File: src/rtl/pes_pkg.sv
`timescale 1ns / 1ps
package pes_pkg;
   localparam int EVENT_SLOTS = 16;
   localparam int OWNER_BITS = 8;
   localparam int SLOT_BITS = $clog2(EVENT_SLOTS);
   localparam int CNT_BITS = $clog2(EVENT_SLOTS + 1);
   localparam logic [62:0] TMAX = 63'h7FFF_FFFF_FFFF_FFFF;
   localparam logic [6:0] POP_LIMIT_MAX = 7'd64;

   localparam logic [1:0] REQ_REGISTER = 2'd0;
   localparam logic [1:0] REQ_UNREGISTER = 2'd1;
   localparam logic [1:0] REQ_TICK = 2'd2;
   localparam logic [1:0] REQ_RESERVED = 2'd3;

   localparam logic [2:0] ST_POPPED = 3'd0;
   localparam logic [2:0] ST_NONE_DUE = 3'd1;
   localparam logic [2:0] ST_EMPTY = 3'd2;
   localparam logic [2:0] ST_FULL = 3'd3;
   localparam logic [2:0] ST_DONE = 3'd4;
   localparam logic [2:0] ST_NOT_FOUND = 3'd5;

   localparam logic CSR_START_TIME = 1'b0;
   localparam logic CSR_MAX_POPS = 1'b1;

   typedef struct packed {
      logic [1:0]  req_type;
      logic        event_kind;
      logic [7:0]  owner_id;
      logic [39:0] period_ns;
      logic [62:0] now_time;
      logic [31:0] delta_ns;
   } req_word_type;

   typedef struct packed {
      logic [2:0]  status;
      logic        out_kind;
      logic [7:0]  out_owner;
      logic [62:0] out_due_time;
      logic        pop_capped;
      logic        last;
   } rsp_word_type;

   typedef struct packed {
      logic                 load_req;   // latch request, compute due time
      logic                 frame_adv;  // frame += delta
      logic                 frame_load; // frame = start_time
      logic                 do_insert;  // insert pending event
      logic                 do_remove;  // remove slot at match position
      logic                 do_pop;     // take head into pending, remove it
   } pes_cmd_type;

   typedef struct packed {
      logic [CNT_BITS-1:0] count;
      logic                head_due;   // head valid and below frame time
      logic                match_found;
      logic [1:0]          req_type;
   } pes_stat_type;

   function automatic logic [62:0] sat_add(input logic [62:0] a, input logic [62:0] b);
      logic [63:0] s;
      s = {1'b0, a} + {1'b0, b};
      return s[63] ? TMAX : s[62:0];
   endfunction
endpackage

File: src/rtl/pes_control.sv
`timescale 1ns / 1ps
module pes_control import pes_pkg::*; (
   input  logic         clock,
   input  logic         reset,
   input  logic         req_valid,
   output logic         req_stall,
   input  req_word_type req_word,
   input  logic         cfg_frame_load,
   input  logic [6:0]   max_pops,
   input  pes_stat_type stat,
   input  logic [62:0]  pend_time,
   input  logic         pend_kind,
   input  logic [7:0]   pend_owner,
   output pes_cmd_type  cmd,
   output logic         rsp_valid,
   input  logic         rsp_stall,
   output rsp_word_type rsp_word
);
   typedef enum logic [4:0] {
      S_IDLE = 5'b00001, S_EXEC = 5'b00010, S_POP = 5'b00100,
      S_REINS = 5'b01000, S_OUT = 5'b10000
   } state_type;

   state_type state_ff, state_in;
   logic [6:0] npop_ff, npop_in, limit;
   logic rv_ff, rv_in;
   rsp_word_type rw_ff, rw_in;
   logic acc;

   assign limit = (max_pops == 7'd0) ? 7'd1
                : (max_pops > POP_LIMIT_MAX) ? POP_LIMIT_MAX : max_pops;
   assign acc = req_valid && !req_stall;
   assign req_stall = (state_ff != S_IDLE) || rv_ff;
   assign rsp_valid = rv_ff;
   assign rsp_word = rw_ff;

   always_comb begin
      state_in = state_ff;
      npop_in = npop_ff;
      rv_in = rv_ff && rsp_stall;
      rw_in = rw_ff;
      cmd = '0;
      cmd.frame_load = cfg_frame_load;
      case (state_ff)
         S_IDLE: begin
            if (acc && (req_word.req_type inside {REQ_REGISTER, REQ_UNREGISTER, REQ_TICK})) begin
               cmd.load_req = 1'b1;
               cmd.frame_adv = (req_word.req_type == REQ_TICK);
               npop_in = '0;
               state_in = S_EXEC;
            end
         end
         S_EXEC: begin
            rw_in = '0;
            rw_in.last = 1'b1;
            case (stat.req_type)
               REQ_REGISTER: begin
                  if (stat.count == CNT_BITS'(EVENT_SLOTS)) rw_in.status = ST_FULL;
                  else begin
                     rw_in.status = ST_DONE;
                     cmd.do_insert = 1'b1;
                  end
                  rv_in = 1'b1;
                  state_in = S_IDLE;
               end
               REQ_UNREGISTER: begin
                  rw_in.status = stat.match_found ? ST_DONE : ST_NOT_FOUND;
                  cmd.do_remove = stat.match_found;
                  rv_in = 1'b1;
                  state_in = S_IDLE;
               end
               default: begin
                  if (stat.count == '0) begin
                     rw_in.status = ST_EMPTY;
                     rv_in = 1'b1;
                     state_in = S_IDLE;
                  end else if (!stat.head_due) begin
                     rw_in.status = ST_NONE_DUE;
                     rv_in = 1'b1;
                     state_in = S_IDLE;
                  end else state_in = S_POP;
               end
            endcase
         end
         S_POP: begin
            cmd.do_pop = 1'b1;
            npop_in = npop_ff + 7'd1;
            state_in = S_REINS;
         end
         S_REINS: begin
            // pending holds popped event; put it back one period on
            cmd.do_insert = 1'b1;
            state_in = S_OUT;
         end
         S_OUT: begin
            // table is settled here, so last and capped are known up front
            if (!rv_ff || !rsp_stall) begin
               rw_in = '0;
               rw_in.status = ST_POPPED;
               rw_in.out_kind = pend_kind;
               rw_in.out_owner = pend_owner;
               rw_in.out_due_time = pend_time;
               rv_in = 1'b1;
               if (!stat.head_due || npop_ff >= limit) begin
                  rw_in.last = 1'b1;
                  rw_in.pop_capped = stat.head_due;
                  state_in = S_IDLE;
               end else state_in = S_POP;
            end
         end
         default: state_in = S_IDLE;
      endcase
   end

   always_ff @(posedge clock) begin
      if (reset) begin
         state_ff <= S_IDLE;
         rv_ff <= 1'b0;
         npop_ff <= '0;
      end else begin
         state_ff <= state_in;
         rv_ff <= rv_in;
         npop_ff <= npop_in;
      end
   end
   always_ff @(posedge clock) rw_ff <= rw_in;
endmodule

File: config.mk
export PLATFORM = sky130hd
export DESIGN_NAME = pes_control
export DESIGN_NICKNAME = d
export VERILOG_FILES = /design/src/rtl/pes_pkg.sv /design/src/rtl/pes_control.sv
export SDC_FILE = /design/constraint.sdc
export NUM_CORES = 1
export LEC_CHECK = 0
export BUFFER_PORTS_ARGS = -buffer_cell sky130_fd_sc_hd__buf_4
export CORE_AREA = 2 2 127 129
export CTS_CLUSTER_DIAMETER = 40
export DETAILED_ROUTE_END_ITERATION = 7
export DIE_AREA = 0 0 129 131
export GPL_TIMING_DRIVEN = 0
export MAX_ROUTING_LAYER = met4
export PLACE_DENSITY = 0.62
export SLEW_MARGIN = 20
export SYNTH_ARGS = -nofsm -noshare
export SYNTH_HDL_FRONTEND = slang
export SYNTH_SLANG_ARGS = --single-unit
export TNS_END_PERCENT = 20
File: constraint.sdc
create_clock -name clock -period 7.9 [get_ports clock]
set_clock_uncertainty 0.2 [all_clocks]
set_input_delay 0 -clock clock [delete_from_list [all_inputs] [get_ports clock]]
set_output_delay 0 -clock clock [all_outputs]
set_load 0.005 [all_outputs]
After elaboration in Yosys (flattened, before gate mapping)
Cells that the tools add are included.
- flip-flop bits (word level): 90
- bits in latches: 0
- bits in writable memories: 0
- memory bits (read-only): 0
- bits of input ports: 239
- word-level logic and storage cells: 77
- memories: 0
- add/subtract/negate cells: 1
- $mul: 0
- div/mod/pow operators: 0
- order comparisons: 2
- equal/unequal tests: 12
- shift-type cells: 0
- multiplexer cells: 32
- bitwise gates (word level): 0
- reductions and logical operators: 21
- operator list (cell ; count):
    $pmux 77 s2 ; 1
    $mux 77 ; 1
    $pmux 5 s5 ; 1
    $mux 7 ; 3
    $mux 5 ; 4
    $pmux 7 s2 ; 1
    $mux 1 ; 11
    $eq 5x5->1 const B ; 2
    $mux 3 ; 3
    $mux 2 ; 4
    $add 7x1->7 const B ; 1
    $ge 7x7->1 ; 1
    $gt 7x7->1 const B ; 1
    $logic_not 7->1 ; 1
    $pmux 3 s2 ; 1
    $reduce_and 2->1 ; 3
    $eq 5x1->1 const B ; 1
    $eq 5x2->1 const B ; 1
    $eq 5x3->1 const B ; 1
    $eq 5x4->1 const B ; 1
    $logic_not 5->1 ; 1
    $ne 5x1->1 const B ; 1
    $eq 2x1->1 const B ; 2
    $logic_not 1->1 ; 4
    other kinds (9) ; 17

Logic depth before layout (Yosys ltp)
Gate-level depths: netlist of the first run.
- word-level depth: 8
- depth in mapped cells: 9

Worst setup path after synthesis of the first run
Ideal clock, no wire load.
- path type: reg-to-reg
- start: reg state_ff[1]
- end: reg rw_ff, in the netlist rsp_word[0] (enable)
- library setup time: 629 ps
- arrival time: 6540 ps
- setup slack: 531 ps
- stages on the path, launching flop included: 7
- buffers on the path: 2
- cells stage by stage: dfxtp_1 -> buf_2 -> or3_1 -> nor3b_2 -> buf_2 -> nand3_1 -> a21boi_0
- cells in the longest elaborated chain, start to end: 3
- ends and longest elaborated chain (what ; RTL line ; RTL):
    start, declared ; pes_control.sv:24 ; state_type state_ff, state_in;
    start signal, assigned ; pes_control.sv:121 ; state_ff <= state_in;
    $eq 5x5->1 / $eq 5x2->1 (equally long branches) ; pes_control.sv:44 ; case (state_ff)
    $ne 2x2->1 (no source line) / $reduce_bool 2->1 (equally long branches) ; -- ;
    $reduce_and 2->1 (no source line) * ; -- ;
    end signal, assigned ; pes_control.sv:126 ; always_ff @(posedge clock) rw_ff <= rw_in;
    end, declared ; pes_control.sv:27 ; rsp_word_type rw_ff, rw_in;
Mark *: on every way between the ends. The rest lies on a longest branch, timed or not.
A chain may end at the register's enable or synchronous reset.

Worst setup path after layout of the first run
- start: reg state_ff[0]
- end: reg rv_ff (netlist: rsp_valid)
- cells in the longest elaborated chain, start to end: 2
- ends and longest elaborated chain (what ; RTL line ; RTL):
    $eq 5x5->1 / $eq 5x2->1 (equally long branches) ; pes_control.sv:44 ;
    $pmux 1 s2 * ; pes_control.sv:44 ;
    end signal, assigned ; pes_control.sv:122 ; rv_ff <= rv_in;
    end, declared ; pes_control.sv:26 ; logic rv_ff, rv_in;
Marks and branches as above.

==> flow_summary.ini, run 1 <==
[outcome]
status = complete, no violations

[finish]
diodes = 0
fin_nets = 812
drive_gt1_share_pct = 38.2
fin_util_pct = 42.9
area_growth_pct = 74.1
nFillCells = 1475
final_area_um2 = 6700

[critical_path]
cp_common_cell = dlygate4sd3_1
cp-start-kind = flop
setup.worst_path.class = flop to flop
cp-end-kind = flop
cp_data_arrival_time_ns = 3.12
worst-path-buf-inv = 4
crit_path_max_fanout = 10
cp.required_ns = 7.98
path_cells = buf_4 > or3_1 > nor3b_2 > buf_2 > a211oi_1 > dlygate4sd3_1 > nor2_1 > dlygate4sd3_1
cp_slowest_stage_delay_ns = 0.57
path_delay_family = buffers and inverters
crit_slowest_cell = dlygate4sd3_1

[cts]
root_buffer = clkbuf_16
clockBufferDepth = 2
cts_tree = built
clk_pin_slew_ns = 0.06
cts_buffers = 9
htree_levels = 3
cts.sinks = 90
cts_resized = 0
clk_latency_ns = 0.34

[power_and_ir_drop]
powerDensity_nw_per_um2 = 200
pwr-share-comb_pct = 23.2
clkPwrFrac_pct = 31.5
p_total_mw = 1.34
pwr-share-seq_pct = 45.3
internal-power_mw = 1.01
leakagePower_nw = 2.69
switchingPower_mw = 0.330
swShare_pct = 24.6
ir_drop_mv = 0.0970

[logic_synthesis]
synth_warnings = 0
synth_edf_count = 77
synth_area_um2 = 3850
synth_top_area_share_pct = 60.1
ys_top_cells_by_area = edfxtp_1 60%, and2_1 12%, dfxtp_1 6.8%
synthesis.nets = 534
synth_cell_types = 45
yosysSeqAreaShare_pct = 66.9
avgSynthCellArea_um2 = 13.4
netlist_instances = 287
synth-seq-cells = 90
synthFlopType = edfxtp_1
yosysTopAreaCell = edfxtp_1
synthArstFlopShare_pct = 0

[global_route]
first_global_vias = 3255
track_usage_pct = 14.0
grt_overflow_total = 0
antenna_found_initial = 0
grt_pass1_wl_mm = 17.2
grt_max_degree = 25

[routing]
viasPerCell = 4.15
wl_mm = 11.7
drc = 0
wl_per_cell_um = 14.8
postRouteAntennaNets = 0
drt_iter0_drc = 130
num_vias = 3261
first_pass_iters = 4

[place]
hpwl_mm = 8.40
dpl_cell_area_um2 = 5550
place.gp.congestion = 0.801
port_buffers = 178

[floorplanning]
ios = 324
fp.dieH_um = 131
die_w_um = 129
core_um2 = 15600
rows = 46
initial_utilization_pct = 24.7
die-area_um2 = 16900

[timing]
max_freq_mhz = 330
setup_viol = 0
max_slew.worst_pin.slew_ns = 0.731
final.min_clock_period_ns = 3.03
hold_viol = 0
rsz0062_at_grt = false
max-slew-margin-rel_pct = 51.1
hold_ws_ns = 0.0293
timing.final.crit_share_pct = 38.4
slew_violations = 0

[worst_hold_path]
hold_path_class = input pin to flop

[job]
drv_cap = 0
## state kept, by name, summed over array words and instances, names as in the netlist
signal and cells:
rsp_word 77, npop_ff 7, state_ff 5, rsp_valid 1
## synthesized netlist by cell type (all sizes together), types with 2 or more instances
library cell  count
nand3b            5
buf               6
a31o              2
inv               4
nor2             18
nand2b            2
nand2            13
mux2              2
nor4              2
nand3             2
dfxtp            13
nor3b             3
and3              2
or3               4
o21ai             5
a21oi             6
xor2              4
and2             72
ha                8
nand4             3
clkbuf            8
edfxtp           77
nor3             11
a211oi            3
## cells in the final DEF (no fill, tap or decap), types with 2 or more instances in the layout
master / instances
nor3_1: 10
and2_1: 72
nor3b_1: 2
ha_1: 8
buf_2: 2
dlygate4sd3_1: 86
dfxtp_1: 13
nand4_1: 2
buf_4: 181
o21ai_0: 5
inv_1: 4
nand2_1: 13
nor2_1: 18
nand2b_1: 2
mux2_2: 2
a211oi_1: 2
clkinv_2: 2
xor2_1: 4
nand3b_1: 4
clkbuf_2: 3
edfxtp_1: 77
clkbuf_16: 9
or3_1: 4
buf_16: 3
a21oi_1: 6
a31o_2: 2
and3_1: 2
clkbuf_1: 7
nand3_1: 2
## path summary, 6_finish.rpt
kind                            depth (start not counted)  slack (ns)                     start                          to
worst max-delay path                                    8        4.87  state_ff[0]$_SDFFE_PP1P_        rsp_valid$_SDFF_PP0_
worst min-delay path                                    4        0.03                   stat[2]  rsp_word[74]$_SDFFCE_PP0P_
worst max register to register                          8        4.87  state_ff[0]$_SDFFE_PP1P_        rsp_valid$_SDFF_PP0_
worst min register to register                          2        0.34   npop_ff[6]$_SDFFE_PP0P_     npop_ff[6]$_SDFFE_PP0P_
## area by class of cell
class	count	area, um2	area share [%]
multi-input cells	178	1190	17.7
repair buffers	267	2280	34.0
inverters	5	20.0	0.299
flip-flops and latches	90	2570	38.4
clock inverters	5	55.1	0.822
clock buffers	11	233	3.48
well taps	216	270	4.04
plain buffers	14	77.6	1.16
## logic make-up (layout without fill, tap and decap cells)
family	Yosys count	in the layout	share of synthesized area, %
AO/OA/AOI/OAI	24	24	4.46
adder cells (fa/ha/maj)	8	8	2.60
AND/OR/NAND/NOR	139	139	21.8
XOR/XNOR	5	5	1.14
multiplexers	2	2	0.586
flip-flops	90	90	66.9
buffers and inverters	19	302	2.54
## power groups by stage
stage / clock [mW] / combinational [mW] / sequential [mW]
2_1_floorplan: 0 / 0.0864 / 0.637
3_3_place_gp: 0 / 0.254 / 0.639
3_5_place_dp: 0 / 0.278 / 0.617
4_1_cts: 0.438 / 0.315 / 0.608
5_1_grt: 0.457 / 0.339 / 0.614
6_report: 0.423 / 0.311 / 0.608
## stage by stage
step	cells	worst slack [ns]	setup TNS [ns]
CTS	786	4.79	0
detailed placement	684	4.96	0
global placement	681	-2.30	-176.43
floorplan	287	0.531	0
finish	786	4.87	0
global route	786	4.70	0
## worst register-to-register path, delay by kind of cell, from the launching register on
kind                   cells  cell delay, ns
AND/OR/NAND/NOR            3            0.82
flip-flops                 1            0.30
buffers and inverters      4            1.59
AO/OA/AOI/OAI              1            0.07
## repair_timing
item	4_1_cts	5_1_grt
setup buffers	0	0
hold buffers	86	0
endpoints found under the hold margin	88	0
## layer usage
| layer | part of all wire [%] | global-route usage, % |
|---|---|---|
| met5 | 0 | - |
| met4 | 2.2 | 5.43 |
| met3 | 9.5 | 5.99 |
| met2 | 44 | 20.5 |
| met1 | 44 | 17.1 |
Note: power is estimated with default switching activity, not from simulation.
==> inputs of run 2 (changes only) <==
==> constraint.sdc (replaced) <==
create_clock -name clock -period 2.6 [get_ports clock]
set_clock_uncertainty 0.2 [all_clocks]
set_input_delay 0 -clock clock [delete_from_list [all_inputs] [get_ports clock]]
set_output_delay 0 -clock clock [all_outputs]
set_load 0.005 [all_outputs]
==> run 2 against run 1 <==
  * Critical path depth is the same
  * Non-clock buffer count increased by 2
  * Power grew to 3.1 times the previous value
  * Critical path type unchanged
  * Global-route usage up 1.1 points
==> flow_summary.ini, run 2 (synthesis results as in run 1) <==
[power_and_ir_drop]
p_total_mw = 4.13
ir_drop_mv = 0.333
powerDensity_nw_per_um2 = 612
swShare_pct = 25.0
leakagePower_nw = 2.71
clkPwrFrac_pct = 31.1
internal-power_mw = 3.10
pwr-share-seq_pct = 45.1
pwr-share-comb_pct = 23.9
switchingPower_mw = 1.03

[critical_path]
cp_slowest_stage_delay_ns = 0.41
path_delay_family = simple AND/OR/NAND/NOR gates
path_cells = buf_6 > or3_1 > nor3b_4 > buf_6 > nand3_2 > a21boi_4 > buf_16 > buf_16
reg2reg_from = state_ff[3]$_SDFFE_PP0P_
startpoint = state_ff[3]$_SDFFE_PP0P_
crit_slowest_cell = or3_1
cp-start-kind = flop
worst-path-buf-inv = 4
cp_data_arrival_time_ns = 2.39
cp-end-kind = flop
crit_path_max_fanout = 21
cp.required_ns = 2.49
setup.worst_path.class = flop to flop

[global_route]
track_usage_pct = 15.1
grt_pass1_wl_mm = 18.1
first_global_vias = 3337
grt_overflow_total = 0
grt-busiest-layer = met2
grt_max_degree = 26
grtUsageMet2_pct = 22.8
grtUsageMet3_pct = 8.63
use_met1_pct = 17.1
antenna_found_initial = 0

[routing]
num_vias = 3254
drc = 0
wl_per_cell_um = 16.1
wl_mm = 12.7
first_pass_iters = 4
postRouteAntennaNets = 0
drt_iter0_drc = 196
viasPerCell = 4.13

[cts]
htree_levels = 3
cts_tree = built
clk_latency_ns = 0.34
clockBufferDepth = 2
cts_buffers = 9
root_buffer = clkbuf_16
clk_pin_slew_ns = 0.07
cts.sinks = 90

[floorplanning]
initial_utilization_pct = 24.7
fp.dieH_um = 131
rows = 46
ios = 324
die_w_um = 129
core_um2 = 15600
die-area_um2 = 16900

[finish]
final_common_cell = buf_4
regArea_um2 = 2570
multi_input_area_um2 = 1210
diodes = 0
largest_reg_flops = 77
final_area_um2 = 6750
fin_nets = 814
drive_gt1_share_pct = 39.5
most-common-layout-cells = 184 x buf_4, 84 x dlygate4sd3_1, 77 x edfxtp_1
nFillCells = 1440
area_growth_pct = 75.5

[timing]
max-slew-margin-rel_pct = 62.8
hold_viol = 0
slew_violations = 0
timing.final.crit_share_pct = 95.9
max_freq_mhz = 401
max_slew.worst_pin.slew_ns = 0.553
final.min_clock_period_ns = 2.49
setup_viol = 0
rsz0062_at_grt = false

[place]
dpl_cell_area_um2 = 5570
port_buffers = 178
place.gp.congestion = 0.800
hpwl_mm = 9.12

[worst_hold_path]
min_from = stat[2]
hold_path_class = input pin to flop

[outcome]
status = complete, no violations

[job]
drv_cap = 0
[run 2: worst paths after layout]
check,slack [ns],cells after the start,to
max,0.11,8,rsp_word[32]$_SDFFCE_PN0P_
min,0.03,4,rsp_word[74]$_SDFFCE_PP0P_
max reg2reg,0.11,8,rsp_word[32]$_SDFFCE_PN0P_
min reg2reg,0.35,2,npop_ff[6]$_SDFFE_PP0P_
[run 2: power by group through the flow]
stage | logic [mW] | registers, mW | clock network (mW)
floorplan | 0.286 | 1.90 | 0
global placement | 0.801 | 1.91 | 0
detailed placement | 0.870 | 1.89 | 0
CTS | 0.995 | 1.87 | 1.32
global route | 1.07 | 1.88 | 1.38
finish | 0.986 | 1.86 | 1.28
[run 2: timing repair]
action / 4_1_cts / 5_1_grt
setup buffers: 4 / 0
resized for setup: 2 / 1
endpoints found under the setup margin: 77 / 4
cloned: 0 / 0
endpoints found under the hold margin: 88 / 0
hold buffers: 84 / 0
pin swaps: 1 / 0
[run 2: per-layer routing]
layer,wire length [um],vias up,part of all wire [%]
li1,-,1581,-
met1,5310,1540,42
met2,5720,120,45
met3,1540,13,12
met4,147,0,1.2
met5,0,-,0
[run 2: final cells by class]
type / count / share of cell area, %
plain buffers: 14 / 1.39
clock buffers: 9 / 3.34
clock inverters: 7 / 1.00
inverters: 5 / 0.297
multi-input cells: 178 / 17.9
flip-flops and latches: 90 / 38.1
well taps: 216 / 4.00
repair buffers: 269 / 33.9
[run 2: tightest hold or removal path, delay by kind of cell]
| family | cells | cell delay [ns] |
|---|---|---|
| AO/OA/AOI/OAI | 1 | 0.14 |
| AND/OR/NAND/NOR | 1 | 0.04 |
| multiplexers | 1 | 0.14 |
| buffers and inverters | 1 | 0.08 |
[run 2: through the flow]
| step | cells | utilization (%) | setup WS, ns | hold WS [ns] | setup TNS (ns) |
|---|---|---|---|---|---|
| 6_report | 788 | 43.3 | 0.106 | 0.0274 | 0 |
| 5_1_grt | 788 | 43.3 | 0.0127 | 0.0350 | 0 |
| 4_1_cts | 788 | 43.2 | 0.0318 | 0.0174 | 0 |
| 3_5_place_dp | 684 | 35.7 | -0.371 | -0.0312 | -16.47 |
| 3_3_place_gp | 681 | 35.2 | -0.903 | -0.0293 | -69.31 |
| 2_1_floorplan | 287 | - | -0.223 | -0.164 | -17.15 |
==> inputs of run 3 (changes only) <==
--- a/config.mk
+++ b/config.mk
@@ -6,13 +6,13 @@
 export NUM_CORES = 1
 export LEC_CHECK = 0
 export BUFFER_PORTS_ARGS = -buffer_cell sky130_fd_sc_hd__buf_4
-export CORE_AREA = 2 2 127 129
+export CORE_AREA = 2 2 125 127
 export CTS_CLUSTER_DIAMETER = 40
 export DETAILED_ROUTE_END_ITERATION = 7
-export DIE_AREA = 0 0 129 131
+export DIE_AREA = 0 0 127 129
 export GPL_TIMING_DRIVEN = 0
 export MAX_ROUTING_LAYER = met4
-export PLACE_DENSITY = 0.62
+export PLACE_DENSITY = 0.64
 export SLEW_MARGIN = 20
 export SYNTH_ARGS = -nofsm -noshare
 export SYNTH_HDL_FRONTEND = slang
==> run 3 against run 2 <==
  * Power decreased by 1.5%
  * Design area decreased by 0.82%
  * Flip-flop and latch count unchanged
  * Register-to-register slack improved by 0.02 ns
  * Routed wire length increased by 6.0%
==> flow_summary.ini, run 3 (synthesis results as in run 1) <==
[power_and_ir_drop]
clkPwrFrac_pct = 30.2
swShare_pct = 26.3
pwr-share-seq_pct = 46.2
internal-power_mw = 3.00
switchingPower_mw = 1.07
pwr-share-comb_pct = 23.6
powerDensity_nw_per_um2 = 608
leakagePower_nw = 2.70
ir_drop_mv = 0.287

[floorplanning]
fp.dieH_um = 129
die_w_um = 127
ios = 324
die-area_um2 = 16400
initial_utilization_pct = 25.7
rows = 45
core_um2 = 15000

[timing]
max_slew.worst_pin.slew_ns = 0.591
slew_violations = 0
timing.final.crit_share_pct = 95.6
hold_viol = 0
worst_slack_ns = 0.114
final.min_clock_period_ns = 2.49
max-slew-margin-rel_pct = 60.3
rsz0062_at_grt = false
max_freq_mhz = 402
hold_ws_ns = 0.0155
setup_viol = 0

[finish]
multi_input_area_um2 = 1210
regArea_um2 = 2570
fin_nets = 814
fin_util_pct = 44.7
largest_reg_flops = 77
drive_gt1_share_pct = 39.5
final_area_um2 = 6690
nFillCells = 1376
diodes = 0
area_growth_pct = 74.0
stdcell_count = 760
final_common_cell = buf_4
most-common-layout-cells = 183 x buf_4, 84 x dlygate4sd3_1, 77 x edfxtp_1

[global_route]
antenna_found_initial = 0
track_usage_pct = 17.2
grt_max_degree = 25
grt_overflow_total = 0
grt_pass1_wl_mm = 20.3
first_global_vias = 3601

[critical_path]
cp-start-kind = input pin
reg2reg_from = state_ff[3]$_SDFFE_PP0P_
path_cells = dlygate4sd3_1 > buf_4 > a21bo_2 > dlygate4sd3_1 > nor4_4 > and3b_2 > buf_4
cp-end-kind = output port
cp_data_arrival_time_ns = 2.29
cp.required_ns = 2.40
startpoint = req_word[144]
cp_slowest_stage_delay_ns = 0.59
setup.worst_path.class = input pin to output port
crit_slowest_cell = dlygate4sd3_1
crit_path_max_fanout = 9

[routing]
drt_iter0_drc = 179
wl_per_cell_um = 17.7
wl_mm = 13.5
num_vias = 3308
viasPerCell = 4.35
first_pass_iters = 5
postRouteAntennaNets = 0
drc = 0

[cts]
cts.sinks = 90
clockBufferDepth = 2
clk_latency_ns = 0.34
clk_pin_slew_ns = 0.07
cts_buffers = 9
cts_tree = built
htree_levels = 3
root_buffer = clkbuf_16

[place]
dp_slack_ns = -0.309
hpwl_mm = 9.62
port_buffers = 178
dpl_cell_area_um2 = 5540
dpl.cell_count = 657
place.gp.congestion = 0.825

[worst_hold_path]
min_from = stat[2]
hold_path_class = input pin to flop

[job]
drv_cap = 0

[outcome]
status = complete, no violations
==> run 3: cell count changes in the layout (fill, tap and decap cells not counted) <==
cell and delta:
bufinv_16 -1, clkinv_2 -2, buf_8 +2, buf_16 -1
inv_6 +1, clkinv_4 +1, clkinvlp_4 +1, buf_4 -1
==> run 3: metrics by stage <==
stage | total power [mW] | setup TNS [ns]
5_1_grt | 4.25 | 0
3_5_place_dp | 2.75 | -14.99
6_report | 4.07 | 0
4_1_cts | 4.10 | 0
3_3_place_gp | 2.70 | -68.17
2_1_floorplan | 2.19 | -17.15
==> run 3: power by group through the flow <==
stage / clock, mW / combinational, mW / sequential (mW)
global placement: 0 / 0.777 / 1.92
detailed placement: 0 / 0.848 / 1.90
CTS: 1.26 / 0.963 / 1.88
floorplan: 0 / 0.286 / 1.90
finish: 1.23 / 0.963 / 1.88
global route: 1.32 / 1.03 / 1.90
==> run 3: critical path, delay by kind of cell <==
kind | cells | cell delay [ns]
buffers and inverters | 4 | 1.37
and+or+nand+nor | 2 | 0.73
AOI/OAI and AO/OA | 1 | 0.20
==> run 3: area by class of cell <==
class	count	share of cell area [%]
flip-flops and latches	90	38.4
plain buffers	14	1.40
clock inverters	7	0.785
well taps	188	3.51
repair buffers	269	34.1
multi-input cells	178	18.1
clock buffers	9	3.36
inverters	5	0.299
==> run 3: what timing repair did <==
action                                 CTS  global route
pin swaps                                1             1
setup endpoints to repair               66            40
setup buffers                            1             2
endpoints found under the hold margin   88             0
gates resized for setup                  2             1
hold buffers                            84             0
==> run 3: path summary, 6_finish.rpt <==
| path | to | slack (ns) | cells after the start |
|---|---|---|---|
| setup reg to reg | rsp_word[11]$_SDFFCE_PN0P_ | 0.13 | 8 |
| hold / removal | rsp_word[74]$_SDFFCE_PP0P_ | 0.02 | 4 |
| setup / recovery | cmd[4] | 0.11 | 7 |
| hold reg to reg | npop_ff[6]$_SDFFE_PP0P_ | 0.32 | 2 |
==> run 3: layer usage <==
metal / global-route usage (%) / vias to the layer above / share of wire [%]
met3: 4.53 / 16 / 6.6
met4: 4.98 / 0 / 1.3
met5: - / - / 0
met2: 25.7 / 132 / 44
met1: 23.0 / 1571 / 48
li1: - / 1589 / -
